[src/rtl/trle_pkg.sv]
`default_nettype none

package trle_pkg;

  // Pixel and run widths
  localparam int PIX_W      = 8;
  localparam int LEN_W      = 7;
  localparam int WORD_BYTES = 8;
  localparam int WORD_W     = WORD_BYTES * PIX_W;
  localparam int CNT_W      = 4;
  localparam int SLOT_W     = 3;

  // Run limit and literal store depth
  localparam logic [LEN_W-1:0] MAX_RUN     = 7'd127;
  localparam int               STORE_DEPTH = 127;

  // Run header flags and line terminator
  localparam logic [PIX_W-1:0] TRANSPARENT_FLAG = 8'h80;
  localparam logic [PIX_W-1:0] OPAQUE_FLAG      = 8'h00;
  localparam logic [PIX_W-1:0] LINE_TERM        = 8'h00;

  // Byte sequencer states
  typedef enum logic [5:0] {
    ST_IDLE = 6'b000001,
    ST_AHDR = 6'b000010,
    ST_ALIT = 6'b000100,
    ST_BHDR = 6'b001000,
    ST_BLIT = 6'b010000,
    ST_ZERO = 6'b100000
  } seq_state_t;

  // Header byte of a flushed run
  function automatic logic [PIX_W-1:0] run_header(input logic opq, input logic [LEN_W-1:0] len);
    logic [PIX_W-1:0] hdr;
    hdr = {1'b0, len};
    run_header = hdr | (opq ? OPAQUE_FLAG : TRANSPARENT_FLAG);
  endfunction

endpackage

`default_nettype wire

[src/rtl/trle_ram.sv]
`default_nettype none

module trle_ram #(
  parameter int WIDTH = 8,
  parameter int DEPTH = 127
) (
  input  wire logic                     clk,
  input  wire logic                     wr_en,
  input  wire logic [$clog2(DEPTH)-1:0] wr_addr,
  input  wire logic [WIDTH-1:0]         wr_data,
  input  wire logic                     rd_en,
  input  wire logic [$clog2(DEPTH)-1:0] rd_addr,
  output logic      [WIDTH-1:0]         rd_data
);

  logic [WIDTH-1:0] mem [0:DEPTH-1];

  // Write port
  always_ff @(posedge clk) begin
    if (wr_en) begin
      mem[wr_addr] <= wr_data;
    end
  end

  // Registered read, held while rd_en is low
  always_ff @(posedge clk) begin
    if (rd_en) begin
      rd_data <= mem[rd_addr];
    end
  end

endmodule

`default_nettype wire

[src/rtl/transparent_run_length_encoder.sv]
// Channel   Direction  Handshake             Payload
// in_       input      in_valid / in_ready   in_pixel[7:0], in_line_end
// out_      output     out_valid / out_ready out_bytes[63:0], out_byte_count[3:0],
//                                            out_line_done, out_item_last
// cfg_      input      cfg_wr_en             cfg_transparent_index[7:0]
//
// An item that only extends a run leaves the sequencer idle; the next item can follow at once.
// An item that flushes bytes keeps in_ready low until the sequencer is idle; the sequencer
// emits one byte per cycle unless held, literals coming from the store's single read port.
// Reset (rst_n, synchronous) clears the run state and the sequencer; the store is not cleared.
// An output word that is not taken holds the sequencer, once the next word is due, until out_ready is high.
`default_nettype none

module transparent_run_length_encoder (
  input  wire logic        clk,
  input  wire logic        rst_n,
  input  wire logic        in_valid,
  output logic             in_ready,
  input  wire logic [7:0]  in_pixel,
  input  wire logic        in_line_end,
  output logic             out_valid,
  input  wire logic        out_ready,
  output logic [63:0]      out_bytes,
  output logic [3:0]       out_byte_count,
  output logic             out_line_done,
  output logic             out_item_last,
  input  wire logic        cfg_wr_en,
  input  wire logic [7:0]  cfg_transparent_index
);

  localparam int PW = trle_pkg::PIX_W;
  localparam int LW = trle_pkg::LEN_W;
  localparam int WW = trle_pkg::WORD_W;
  localparam int CW = trle_pkg::CNT_W;
  localparam int SW = trle_pkg::SLOT_W;

  // Configuration and run state
  logic [PW-1:0] tidx_r;
  logic          run_opq_r, run_opq_nxt;
  logic [LW-1:0] run_len_r, run_len_nxt;

  // Flush plan of the accepted transaction
  logic          a_opq_r, a_opq_nxt;
  logic [LW-1:0] a_len_r, a_len_nxt;
  logic          b_vld_r, b_vld_nxt, b_opq_r, b_opq_nxt;
  logic [LW-1:0] b_len_r, b_len_nxt;
  logic          z_r, z_nxt;

  // Sequencer
  trle_pkg::seq_state_t state_r, state_nxt;
  logic [LW-1:0] idx_r, idx_nxt;

  // Byte stage between sequencer and packer
  logic          byte_vld_r, byte_vld_nxt;
  logic          byte_mem_r, byte_mem_nxt;
  logic [PW-1:0] byte_r, byte_nxt;
  logic          byte_last_r, byte_last_nxt;
  logic          byte_line_r, byte_line_nxt;

  // Packer and output word
  logic [WW-1:0] acc_r, acc_nxt;
  logic [SW-1:0] acc_cnt_r, acc_cnt_nxt;
  logic          out_valid_r, out_valid_nxt;
  logic [WW-1:0] out_bytes_r, out_bytes_nxt;
  logic [CW-1:0] out_cnt_r, out_cnt_nxt;
  logic          out_line_r, out_line_nxt;
  logic          out_last_r, out_last_nxt;

  // Store ports
  logic          ram_we, ram_re;
  logic [LW-1:0] ram_waddr, ram_raddr;
  logic [PW-1:0] ram_rdata;

  logic          in_acc, opq, flush_a, flush_b;
  logic [LW-1:0] len_base, len_new;
  logic          emit_vld, emit_mem, emit_last;
  logic [PW-1:0] emit_byte;
  logic          push, advance;
  logic [PW-1:0] byte_val;
  logic [WW-1:0] acc_add;

  trle_ram #(
    .WIDTH (PW),
    .DEPTH (trle_pkg::STORE_DEPTH)
  ) u_store (
    .clk     (clk),
    .wr_en   (ram_we),
    .wr_addr (ram_waddr),
    .wr_data (in_pixel),
    .rd_en   (ram_re),
    .rd_addr (ram_raddr),
    .rd_data (ram_rdata)
  );

  // Classify the pixel and plan the flushes
  assign in_ready = (state_r == trle_pkg::ST_IDLE);
  assign in_acc   = in_valid && in_ready;
  assign opq      = (in_pixel != tidx_r);
  assign flush_a  = (run_len_r != '0) && (run_opq_r != opq);
  assign len_base = flush_a ? '0 : run_len_r;
  assign len_new  = len_base + LW'(1);
  assign flush_b  = (len_new == trle_pkg::MAX_RUN) || in_line_end;

  assign ram_we    = in_acc && opq;
  assign ram_waddr = len_base;

  // Packer hold: a word is due but the output register is still occupied
  assign push    = byte_vld_r && ((acc_cnt_r == SW'(trle_pkg::WORD_BYTES - 1)) || byte_last_r);
  assign advance = !(push && out_valid_r && !out_ready);

  // Run state update and plan load
  always_comb begin
    run_opq_nxt = run_opq_r;
    run_len_nxt = run_len_r;
    a_opq_nxt   = a_opq_r;
    a_len_nxt   = a_len_r;
    b_vld_nxt   = b_vld_r;
    b_opq_nxt   = b_opq_r;
    b_len_nxt   = b_len_r;
    z_nxt       = z_r;
    if (in_acc) begin
      run_opq_nxt = opq;
      run_len_nxt = flush_b ? '0 : len_new;
      a_opq_nxt   = run_opq_r;
      a_len_nxt   = run_len_r;
      b_vld_nxt   = flush_b;
      b_opq_nxt   = opq;
      b_len_nxt   = len_new;
      z_nxt       = in_line_end;
    end
  end

  // Byte sequencer: one byte per cycle while the packer does not hold it, literals read from the store
  always_comb begin
    state_nxt = state_r;
    idx_nxt   = idx_r;
    emit_vld  = 1'b0;
    emit_mem  = 1'b0;
    emit_last = 1'b0;
    emit_byte = trle_pkg::LINE_TERM;
    ram_re    = 1'b0;
    ram_raddr = idx_r;
    case (state_r)
      trle_pkg::ST_IDLE: begin
        if (in_acc) begin
          if (flush_a) begin
            state_nxt = trle_pkg::ST_AHDR;
          end else if (flush_b) begin
            state_nxt = trle_pkg::ST_BHDR;
          end
        end
      end
      trle_pkg::ST_AHDR: begin
        if (advance) begin
          emit_vld  = 1'b1;
          emit_byte = trle_pkg::run_header(a_opq_r, a_len_r);
          idx_nxt   = '0;
          if (a_opq_r) begin
            state_nxt = trle_pkg::ST_ALIT;
          end else begin
            emit_last = !b_vld_r && !z_r;
            state_nxt = b_vld_r ? trle_pkg::ST_BHDR :
                        z_r     ? trle_pkg::ST_ZERO : trle_pkg::ST_IDLE;
          end
        end
      end
      trle_pkg::ST_ALIT: begin
        if (advance) begin
          emit_vld = 1'b1;
          emit_mem = 1'b1;
          ram_re   = 1'b1;
          idx_nxt  = idx_r + LW'(1);
          if (idx_r == a_len_r - LW'(1)) begin
            emit_last = !b_vld_r && !z_r;
            state_nxt = b_vld_r ? trle_pkg::ST_BHDR :
                        z_r     ? trle_pkg::ST_ZERO : trle_pkg::ST_IDLE;
          end
        end
      end
      trle_pkg::ST_BHDR: begin
        if (advance) begin
          emit_vld  = 1'b1;
          emit_byte = trle_pkg::run_header(b_opq_r, b_len_r);
          idx_nxt   = '0;
          if (b_opq_r) begin
            state_nxt = trle_pkg::ST_BLIT;
          end else begin
            emit_last = !z_r;
            state_nxt = z_r ? trle_pkg::ST_ZERO : trle_pkg::ST_IDLE;
          end
        end
      end
      trle_pkg::ST_BLIT: begin
        if (advance) begin
          emit_vld = 1'b1;
          emit_mem = 1'b1;
          ram_re   = 1'b1;
          idx_nxt  = idx_r + LW'(1);
          if (idx_r == b_len_r - LW'(1)) begin
            emit_last = !z_r;
            state_nxt = z_r ? trle_pkg::ST_ZERO : trle_pkg::ST_IDLE;
          end
        end
      end
      trle_pkg::ST_ZERO: begin
        if (advance) begin
          emit_vld  = 1'b1;
          emit_byte = trle_pkg::LINE_TERM;
          emit_last = 1'b1;
          state_nxt = trle_pkg::ST_IDLE;
        end
      end
      default: begin
        state_nxt = trle_pkg::ST_IDLE;
      end
    endcase
  end

  // Byte stage: advance or hold
  always_comb begin
    byte_vld_nxt  = byte_vld_r;
    byte_mem_nxt  = byte_mem_r;
    byte_nxt      = byte_r;
    byte_last_nxt = byte_last_r;
    byte_line_nxt = byte_line_r;
    if (advance) begin
      byte_vld_nxt  = emit_vld;
      byte_mem_nxt  = emit_mem;
      byte_nxt      = emit_byte;
      byte_last_nxt = emit_last;
      byte_line_nxt = z_r;
    end
  end

  // Packer: place the byte in its lane, push a word when full or at item end
  assign byte_val = byte_mem_r ? ram_rdata : byte_r;
  assign acc_add  = acc_r | ({{(WW-PW){1'b0}}, byte_val} << {acc_cnt_r, 3'b000});

  always_comb begin
    acc_nxt       = acc_r;
    acc_cnt_nxt   = acc_cnt_r;
    out_valid_nxt = out_valid_r && !out_ready;
    out_bytes_nxt = out_bytes_r;
    out_cnt_nxt   = out_cnt_r;
    out_line_nxt  = out_line_r;
    out_last_nxt  = out_last_r;
    if (byte_vld_r && advance) begin
      if (push) begin
        acc_nxt       = '0;
        acc_cnt_nxt   = '0;
        out_valid_nxt = 1'b1;
        out_bytes_nxt = acc_add;
        out_cnt_nxt   = {1'b0, acc_cnt_r} + CW'(1);
        out_line_nxt  = byte_last_r && byte_line_r;
        out_last_nxt  = byte_last_r;
      end else begin
        acc_nxt     = acc_add;
        acc_cnt_nxt = acc_cnt_r + SW'(1);
      end
    end
  end

  // Control registers
  always_ff @(posedge clk) begin
    if (!rst_n) begin
      tidx_r      <= '0;
      run_opq_r   <= 1'b0;
      run_len_r   <= '0;
      b_vld_r     <= 1'b0;
      z_r         <= 1'b0;
      state_r     <= trle_pkg::ST_IDLE;
      byte_vld_r  <= 1'b0;
      acc_r       <= '0;
      acc_cnt_r   <= '0;
      out_valid_r <= 1'b0;
    end else begin
      if (cfg_wr_en) begin
        tidx_r <= cfg_transparent_index;
      end
      run_opq_r   <= run_opq_nxt;
      run_len_r   <= run_len_nxt;
      b_vld_r     <= b_vld_nxt;
      z_r         <= z_nxt;
      state_r     <= state_nxt;
      byte_vld_r  <= byte_vld_nxt;
      acc_r       <= acc_nxt;
      acc_cnt_r   <= acc_cnt_nxt;
      out_valid_r <= out_valid_nxt;
    end
  end

  // Payload registers
  always_ff @(posedge clk) begin
    a_opq_r     <= a_opq_nxt;
    a_len_r     <= a_len_nxt;
    b_opq_r     <= b_opq_nxt;
    b_len_r     <= b_len_nxt;
    idx_r       <= idx_nxt;
    byte_mem_r  <= byte_mem_nxt;
    byte_r      <= byte_nxt;
    byte_last_r <= byte_last_nxt;
    byte_line_r <= byte_line_nxt;
    out_bytes_r <= out_bytes_nxt;
    out_cnt_r   <= out_cnt_nxt;
    out_line_r  <= out_line_nxt;
    out_last_r  <= out_last_nxt;
  end

  assign out_valid      = out_valid_r;
  assign out_bytes      = out_bytes_r;
  assign out_byte_count = out_cnt_r;
  assign out_line_done  = out_line_r;
  assign out_item_last  = out_last_r;

`ifndef SYNTH
  // A run never rests at the limit: it is flushed in the step that reaches it
  a_run_below_max: assert property (@(posedge clk) disable iff (!rst_n)
    run_len_r != trle_pkg::MAX_RUN)
    else $error("run length reached the limit without a flush");

  // The end of a line always leaves an empty run
  a_line_end_clears: assert property (@(posedge clk) disable iff (!rst_n)
    in_valid && in_ready && in_line_end |=> run_len_r == '0)
    else $error("run not cleared at end of line");

  // The terminating word is always the last word of its transaction
  a_line_done_last: assert property (@(posedge clk) disable iff (!rst_n)
    out_valid_r && out_line_r |-> out_last_r)
    else $error("line_done without item_last");

  // A held byte is never dropped
  a_byte_held: assert property (@(posedge clk) disable iff (!rst_n)
    byte_vld_r && !advance |=> byte_vld_r && $stable(byte_r) && $stable(acc_cnt_r))
    else $error("pending byte lost during stall");

  // A word carries between one and eight bytes
  a_word_count: assert property (@(posedge clk) disable iff (!rst_n)
    out_valid_r |-> (out_cnt_r != '0) && (out_cnt_r <= CW'(trle_pkg::WORD_BYTES)))
    else $error("bad byte count on output word");
`endif

endmodule

`default_nettype wire
[config.mk]
export PLATFORM = sky130hd
export DESIGN_NAME = transparent_run_length_encoder
export DESIGN_NICKNAME = d
export VERILOG_FILES = /design/src/rtl/trle_pkg.sv /design/src/rtl/trle_ram.sv /design/src/rtl/transparent_run_length_encoder.sv
export SDC_FILE = /design/constraint.sdc
export NUM_CORES = 1
export LEC_CHECK = 0
export BUFFER_PORTS_ARGS = -buffer_cell sky130_fd_sc_hd__buf_2
export CORE_ASPECT_RATIO = 1.75
export CORE_MARGIN = 10
export CORE_UTILIZATION = 40
export DETAILED_ROUTE_END_ITERATION = 12
export GPL_TIMING_DRIVEN = 0
export PLACE_DENSITY_LB_ADDON = 0.1
export SYNTH_ARGS = -nofsm -noshare
export SYNTH_HDL_FRONTEND = slang
export SYNTH_SLANG_ARGS = --single-unit
[constraint.sdc]
create_clock -name clk -period 10.1 [get_ports clk]
set_input_delay 0.505 -clock clk [delete_from_list [all_inputs] [get_ports clk]]
set_output_delay 0.505 -clock clk [all_outputs]
set_load 0.1 [all_outputs]
# == Word-level counts from Yosys, hierarchy flattened ==
# Memories as Yosys holds them, arrays and structs flattened. A register that Yosys moved wholly into a read port is not among the register bits.
# Cells that the tools add are included.
# totals
n_memories,1
wordCells,120
regBits,197
ram_bits,1016
output_inout_bits,72
# op_classes
shift,1
bitwise_logic,3
muxes,39
add_sub_neg,6
eq_ne,23
n_reduce_logical,24
# memory_table
memory,words,word_bits,read_ports,rd_clocked_by_memory_dff,write_ports,line_no,source
u_store.mem,127,8,1,1,1,trle_ram.sv:16,logic [WIDTH-1:0] mem [0:DEPTH-1];
# op_table
operator,n
$mux 6,14
$mux 64,1
$or 64x64->64,1
$shl 8x6->64,1
$pmux 6 s6,1
$mux 7,4
$mux 8,3
$ne 2x2->1 const B,9
$or 7x8->8,2
$pmux 8 s2,1
$add 7x1->7 const B,2
$eq 7x7->1,2
$pmux 7 s2,1
$sub 7x1->7 const B,2
$mux 1,12
$logic_and 1x1->1,10
$reduce_and 9->1,1
$ne 8x8->1,1
$eq 7x7->1 const B,1
$reduce_bool 7->1,1
$eq 6x1->1 const B,1
$eq 6x2->1 const B,1
$eq 6x3->1 const B,1
$eq 6x4->1 const B,1
other kinds (17),22

# == Logic depth before layout (Yosys ltp) ==
# Gate-level depths: netlist of run 1.
# logic_depth
ltp_word,11
ltp_mapped,15
ltp_nobuf,13

# == Hierarchy ==
# Synthesis of run 1 repeated with hierarchy kept, for this count alone.
# hier_totals
cells_unflattened,2628
area_unflattened_um2,48316.3
# by_module_without_submodules
mod,seq_area_each_um2,cells_per_inst,instances,area_each_um2
trle_ram,30749.5,1882,1,39880.7
transparent_run_length_encoder,4984.8,746,1,8435.6

# == Least setup slack after synthesis of run 1 ==
# Ideal clock, no wire load.
# synth_path
kind,register -> register
startpoint,register out_valid_r (netlist: out_valid)
endpoint,register out_cnt_r[0] (netlist: out_byte_count[0]) (enable)
path_stages_with_launch,3
period_less_slack_ps,4364
slack_ps,5736
path_buffers,0
t_arrival_ps,3865
setup_ps,498
t_required_ps,9602
path_cell_list,dfxtp_1 -> nor2b_1 -> nor2_1
# synth_between
elab_chain_len,5
# synth_lines
item,line_no,source
from (decl),transparent_run_length_encoder.sv:63,"logic out_valid_r, out_valid_nxt;"
from (signal assigned),transparent_run_length_encoder.sv:288,out_valid_r <= out_valid_nxt;
$logic_and 1x1->1 (2 in a row),transparent_run_length_encoder.sv:109,assign advance = !(push && out_valid_r && !out_ready);
$logic_not 1->1,transparent_run_length_encoder.sv:109,
$logic_and 1x1->1,transparent_run_length_encoder.sv:247,if (byte_vld_r && advance) begin
$reduce_and 2->1 (no line),n/a,
to (signal assigned),transparent_run_length_encoder.sv:304,out_cnt_r <= out_cnt_nxt;
to (decl),transparent_run_length_encoder.sv:65,"logic [CW-1:0] out_cnt_r, out_cnt_nxt;"
# Every way passes these cells.
# A chain may end at the register's enable or synchronous reset.

# == Worst setup path after layout of run 1 ==
# layout_path
startpoint,input port in_pixel[6]
endpoint,memory u_store.mem[117][5] (enable)
# layout_between
elab_chain_len,4
word_cells_on_any_way,7
cone_classes,eq/ne (2); mux (3); reduce/logical (2)
# layout_lines
item,line_no,source
from (decl),transparent_run_length_encoder.sv:19,"input wire logic [7:0] in_pixel,"
$ne 8x8->1 (*),transparent_run_length_encoder.sv:98,assign opq = (in_pixel != tidx_r);
$ne 1x1->1 or $logic_and 1x1->1 (tied branches),"transparent_run_length_encoder.sv:99, transparent_run_length_encoder.sv:104",
$logic_and 1x1->1 or $mux 1 (tied branches),"transparent_run_length_encoder.sv:99, trle_ram.sv:20",
$mux 7 or $mux 1 (tied branches),"transparent_run_length_encoder.sv:100, trle_ram.sv:21",
to (decl),trle_ram.sv:16,
# Every way passes the cells marked *; elsewhere a longest branch is shown, timed or not.

==> key figures, run 1 <==
Die
  – Io pins: 94
  – Std cell rows: 167
  – Die width: 281.2 µm
  – Initial Util: 0.4032
  – Chip Height: 477.1 µm
  – Die Area: 134200 µm²
  – Core area: 118500 µm²

Clocking
  – Clock sink count: 1221
  – Number of H-tree levels: 3
  – Root Buffer: clkbuf_16
  – Clk_lat worst skew: 0.74 ns
  – CTS clk-pin slew, worst paths: 0.06 ns
  – Maximum clock path buffer count: 3
  – Total CTS buffers: 111
  – CTS tree: built

Power
  – Clock share of power: 0.388
  – Leakage Power: 17.32 nW
  – Combinational Power Share: 0.108
  – Peak supply drop: 125.3 µV
  – Cell Pwr Density: 205.6 nW/µm²
  – Sw frac: 0.2428
  – Sequential cell fraction of total power: 0.504
  – Int Pwr: 8.434 mW
  – P_sw: 2.704 mW

Finish
  – # nets final: 2630
  – Filler cell count: 10080
  – Layout area overhead: 13.43%
  – Share of cells above drive strength 1: 0.2433
  – Finished Layout Cells: 4219

Setup path
  – Critical path fanouts, max: 76
  – Kind of end point of the critical path: flop
  – Critical path required time: 10.45 ns
  – CP Data Arrival Time: 5.51 ns
  – Startpoint types: input port
  – Crit Path Category: input port to flop

Drt
  – Metal1 wirelength: 46830 µm
  – Drt drc: 0
  – Routed wire length: 138100 µm
  – Routed Antenna Nets: 0
  – DR WL met2: 78310 µm
  – Vias per cell: 5.665
  – Highest Signal Layer: met4
  – TritonRoute pass-1 iters: 5
  – Starting DRT DRC Count: 2099
  – Met3 WL post-DR: 6105 µm
  – Via count: 23900
  – DR WL/cell: 32.74 µm

STA
  – FMAX: 0.1941 GHz
  – Max-slew headroom: 0.09225
  – Post-Route Skew: 0.02163 ns
  – Worst-Margin Slew: 1.351 ns
  – Min cycle time layout: 5.153 ns
  – Hold Vio Cnt, Final: 0
  – Final setup fails: 0
  – Final Max Tran Viols: 0
  – Tcrit/Tclk final: 0.5102
  – Setup TNS: 0 ns
  – RSZ-0062 raised after global routing: no

GRT
  – Grt ovf: 0
  – Initial antenna violation count: 1
  – Vias in the first global route: 25430
  – First-pass GRT wire length: 194000 µm
  – GR Util All Layers: 0.2065
  – Largest net degree at the start of global routing: 89

Logic synthesis
  – Post-synth top area cell: edfxtp_1
  – Yosys top cell area share: 0.7092
  – Syn_area_per_cell: 20.04 µm²
  – #FFs+latches synth: 1221
  – Post-synth EDFFs: 1128
  – Post-Synth Adder-Cell Area: 0.001834
  – Synth Instances: 2383
  – Ys async rst share: 0
  – Post-synthesis xor/xnor area fraction: 0.007466
  – Syn Std Cell Area: 47760 µm²
  – Largest family of logic cells by synthesized area: multiplexers
  – Sequential element share of the synthesized area: 0.7482
  – Post-synth top cells: edfxtp_1, mux4_2, nor2_1
  – Synth Warn #: 0
  – Synth Area in Simple Gates: 0.04542
  – Top post-synthesis cells by area: edfxtp_1, mux4_2, dfxtp_1
  – Post-synth cell types: 59
  – Syn_nets: 2412
  – Post-synthesis mux area share: 0.1596
  – Post-synthesis compound-gate area fraction: 0.02313
  – Count leader, synth: edfxtp_1
  – Top_reg_cell synth: edfxtp_1

Placed design
  – Placed Instances: 4005
  – GPL Wtd Cong: 0.8402
  – DPL Wire Length: 97430 µm
  – Input/output buffers: 91

Min path
  – HP Class: input port to flop

Run status
  – Result of the run: finished, final reports clean

Run
  – Max Cap Violations: 0
## registers in the layout, summed over array words and instances, names as in the netlist, 3 cells and up
signal           flops
run_len_r            7
out_byte_count       4
tidx_r               8
state_r              6
b_len_r              7
byte_r               8
a_len_r              7
u_store.mem       1016
acc_cnt_r            3
out_bytes           64
acc_r               64
u_store.rd_data      8
idx_r                7
## cells in the final DEF (no fill, tap or decap), types with 27 or more instances in the layout
| cell | Yosys | layout |
|---|---|---|
| buf_2 | 28 | 112 |
| clkbuf_16 | 0 | 117 |
| dfxtp_1 | 93 | 93 |
| edfxtp_1 | 1128 | 1128 |
| clkbuf_1 | 69 | 84 |
| nand3_1 | 27 | 27 |
| nor3b_1 | 74 | 73 |
| mux4_2 | 316 | 316 |
| nand2_1 | 46 | 46 |
| mux2i_1 | 37 | 37 |
| nor2_1 | 232 | 231 |
| a21o_1 | 66 | 66 |
## timing repair
action                    in CTS  in global routing
hold endpoints to repair       3                  0
setup buffers                  0                  0
hold buffers                   3                  0
gates resized for setup        0                  0
## critical path: stages
cell	delay (ns)
buf_4	0.52
buf_16	0.31
xnor2_1	0.18
nand4_1	0.30
nor3_1	0.39
nor2_1	0.14
clkbuf_1	0.27
nor3b_1	1.10
nand3_1	0.74
nor2_1	0.89
## cells by family (layout without fill, tap and decap cells)
group / Yosys count / in the layout
DFF: 1221 / 1221
and+or+nand+nor: 448 / 448
muxes: 365 / 365
AOI/OAI and AO/OA: 158 / 158
buffers and inverters: 145 / 458
xor gates and xnor gates: 39 / 39
adders and majority gates: 7 / 7
other: 0 / 2
## worst paths after layout
kind,from,to,slack [ns],cells after the start
max,in_pixel[6],u_store.mem[117][5],4.95,10
min,cfg_transparent_index[1],tidx_r[1],0.05,3
max reg2reg,idx_r[1],u_store.rd_data[0],5.19,9
min reg2reg,run_len_r[6],a_len_r[6],0.43,0
## layer usage
| metal | global-route usage | vias up |
|---|---|---|
| li1 | - | 10160 |
| met1 | 0.2129 | 12790 |
| met2 | 0.3968 | 731 |
| met4 | 0.1013 | 0 |
| met5 | 0 | - |
| met3 | 0.03037 | 222 |
## final cells by class
class	count	area [µm²]	area share
repair buffers	105	773.2	0.01427
flip-flops and latches	1221	35730	0.6596
multi-input cells	1017	11360	0.2097
well taps	1521	1903	0.03513
clock buffers	137	3053	0.05635
plain buffers	129	629.4	0.01162
inverters	16	60.06	0.001108
diodes	2	5.005	0.00009237
clock inverters	71	659.4	0.01217
## per-stage QoR
step                      cell area [µm²]  total power [mW]    util  worst slack, ns  hold WS, ns
after floorplan                     47760             6.397       -            5.736       0.4064
after global placement              50120             6.915  0.4231            3.268       0.4164
after detailed placement            50420             6.935  0.4256            4.234       0.4139
after CTS                           54160             11.25  0.4572            5.020    0.0003497
after global routing                54180             11.46  0.4573            4.782      0.06249
final                               54180             11.14  0.4573            4.947      0.05283
## power by group through the flow
stage                     clock, mW  sequential, mW  combinational, mW
after CTS                      4.42            5.61               1.22
after detailed placement          0            5.72               1.21
after floorplan                   0            5.70              0.697
after global placement            0            5.73               1.19
after global routing           4.59            5.61               1.25
final                          4.32            5.61               1.20
Power figures use the tool's default switching activity.
==> run 2: changes to the inputs <==
clock period = 4.3 ns   (was 10.1 ns; I/O delays follow)
==> key figures, run 2 (synthesis results as in run 1) <==
STA
  – Final hold slack: -0.003409 ns (-0.05624 ns)
  – Post-Route Skew: 0.02808 ns (+0.006449 ns)
  – Tcrit/Tclk final: 1.027
  – Worst-Margin Slew: 1.375 ns (+0.02426 ns)
  – Max-slew headroom: 0.08301 (-0.009240)
  – Setup ws final: -0.1169 ns (-5.064 ns)
  – FMAX: 0.2264 GHz
  – Final Max Tran Viols: 0 (unchanged)
  – RSZ-0062 raised after global routing: yes
  – Final setup fails: 48 (+48)
  – Hold Vio Cnt, Final: 10 (+10)
  – Min cycle time layout: 4.417 ns

Clocking
  – CTS clk-pin slew, worst paths: 0.07 ns (about the same)
  – CTS tree: built
  – Clock sink count: 1221 (unchanged)
  – Clk_lat worst skew: 0.75 ns (about the same)
  – Postcts setup bufs: 0 (unchanged)
  – Total CTS buffers: 113 (+1.8%)
  – Root Buffer: clkbuf_16
  – Number of H-tree levels: 3 (unchanged)
  – Maximum clock path buffer count: 3 (unchanged)

Run status
  – Result of the run: finished, violations left
  – Failing checks: hold timing, setup timing

Finish
  – Max reg flops: 1016 (unchanged)
  – Commonest non-fill, non-tap cell in the layout: edfxtp_1
  – Finished Layout Cells: 4247 (+0.66%)
  – Filler cell count: 9902 (-1.8%)
  – # nets final: 2662 (+1.2%)
  – Final core occ: 0.4670 (+0.009737)
  – Most frequent cells in the layout: edfxtp_1, mux4_2, nor2_1
  – Final instance area: 55330 µm² (+2.1%)
  – Share of cells above drive strength 1: 0.2851 (+0.04181)
  – Most flops, register: u_store.mem
  – Layout area overhead: 15.85%

Setup path
  – Slowest-stage cell, CP: nor2_2
  – CP Data Arrival Time: 4.78 ns (-0.73 ns)
  – Critical path required time: 4.66 ns (-5.79 ns)
  – Slowest stage delay, CP: 0.65 ns (-0.45 ns)
  – CP Cell Sequence: clkbuf_1 > nor4_1 > nand3b_1 > inv_1 > nand2_1 > a21oi_1 > and3_1 > nand3_2 > clkbuf_2 > nor2_2
  – Delay-heaviest family, CP: simple AND/OR/NAND/NOR gates
  – Crit. Startpoint: state_r[2]
  – FF-to-FF setup slack: -0.12 ns (-5.31 ns)
  – WP depth: 10 (unchanged)
  – Reg2Reg Capture Point: u_store.mem[43][1]
  – Reg2reg start: state_r[2]
  – FF-to-FF path depth: 10 (+1)
  – Startpoint types: flop
  – Crit Path Category: flop to flop
  – Kind of end point of the critical path: flop
  – Critical path fanouts, max: 10 (-87%)
  – Critical path buffers and inverters: 3 (unchanged)

Die
  – Chip Height: 477.1 µm (unchanged)
  – Initial Util: 0.4032 (unchanged)
  – Std cell rows: 167 (unchanged)
  – Die Area: 134200 µm² (unchanged)
  – Core area: 118500 µm² (unchanged)
  – Io pins: 94 (unchanged)
  – Die width: 281.2 µm (unchanged)

GRT
  – Busiest grt layer: met2
  – M1 GR Usage: 0.2191 (+0.006159)
  – GR Util All Layers: 0.2092 (+0.002717)
  – Grt ovf: 0 (unchanged)
  – Vias in the first global route: 25790 (+1.4%)
  – Largest net degree at the start of global routing: 97 (+9.0%)
  – Met3 Resource Use GR: 0.02666 (-0.003717)
  – Met2 GRT Util: 0.4054 (+0.008540)
  – Initial antenna violation count: 1 (unchanged)
  – First-pass GRT wire length: 196700 µm (+1.4%)

Power
  – Int Pwr: 20.25 mW (+140%)
  – P_sw: 6.442 mW (+140%)
  – Combinational Power Share: 0.109 (about the same)
  – Leakage Power: 17.61 nW (+1.7%)
  – Sequential cell fraction of total power: 0.493 (-0.011)
  – Sw frac: 0.2413 (-0.001451)
  – Clock share of power: 0.398 (+0.010)
  – Cell Pwr Density: 482.4 nW/µm² (+130%)
  – Peak supply drop: 305.0 µV (+140%)
  – Total power: 26.70 mW (+140%)

Drt
  – Starting DRT DRC Count: 1998 (-4.8%)
  – Routed Antenna Nets: 0 (unchanged)
  – Drt drc: 0 (unchanged)
  – Vias per cell: 5.675 (+0.18%)
  – Routed wire length: 140100 µm (+1.4%)
  – DR WL/cell: 32.99 µm (+0.76%)
  – TritonRoute pass-1 iters: 6 (+1)
  – Via count: 24100 (+0.85%)

Min path
  – HP Class: input port to flop
  – WHS Path Cells: 3 (unchanged)
  – Hold Path End: u_store.mem[100][5]
  – Hold Path Origin: in_pixel[5]

Placed design
  – Input/output buffers: 91 (unchanged)
  – DPL Wire Length: 97660 µm (+0.24%)
  – Placed inst area: 50420 µm² (about the same)
  – Dpl ws: -1.218 ns (-5.452 ns)
  – GPL Wtd Cong: 0.8431 (+0.35%)
  – Placed Instances: 4006 (+0.025%)

Run
  – Max Cap Violations: 0 (unchanged)
==> run 2: worst register-to-register path, delay by kind of cell (launching register included) <==
family                 cells  cell delay [ns]
and+or+nand+nor            6             2.20
buffers and inverters      3             0.99
AOI/OAI and AO/OA          1             0.56
DFF                        1             0.30
==> run 2: repair_timing <==
action,in CTS,in global routing
endpoints found under the hold margin,199,28
pin swaps,0,1
hold buffers,29,4
gates resized for setup,137,46
gates cloned,0,0
setup endpoints to repair,719,562
==> run 2: area by class of cell <==
cell class / count / area (µm²) / area share
inverter: 16 / 60.06 / 0.001085
clock buffer: 139 / 3039 / 0.05492
antenna: 1 / 2.502 / 0.00004522
timing repair buffer: 136 / 1174 / 0.02121
multi-input combinational: 1017 / 11910 / 0.2152
tap: 1521 / 1903 / 0.03439
sequential: 1221 / 35730 / 0.6458
buffer: 128 / 656.9 / 0.01187
clock inverter: 68 / 855.8 / 0.01547
==> run 2: worst max-delay path by stage <==
stage	endpoint	slack [ns]
6_report	u_store.mem[43][1]	-0.12
5_1_grt	u_store.mem[43][1]	-0.17
4_1_cts	u_store.mem[109][7]	-0.09
3_5_place_dp	u_store.mem[114][6]	-1.22
3_3_place_gp	u_store.mem[32][2]	-2.12
2_1_floorplan	u_store.mem[72][0]	0.90
==> run 2: power groups by stage <==
stage / sequential [mW] / clock, mW / combinational, mW
6_report: 13.2 / 10.6 / 2.90
5_1_grt: 13.2 / 11.3 / 3.01
4_1_cts: 13.2 / 10.8 / 2.90
3_5_place_dp: 13.4 / 0 / 2.85
3_3_place_gp: 13.4 / 0 / 2.80
2_1_floorplan: 13.4 / 0 / 1.64
==> run 2: metal layers <==
layer,vias up,wire [µm]
met1,12920,48230
li1,10220,-
met4,0,6568
met5,-,0
met2,738,79390
met3,228,5938
==> run 2: stage by stage <==
stage	hold slack, ns	TNS, ns
final	-0.003409	-3.539
after detailed placement	0.4175	-614.66
after CTS	0.001528	-1.989
after global placement	0.4199	-1616.73
after floorplan	0.3139	0
after global routing	0.001717	-7.746
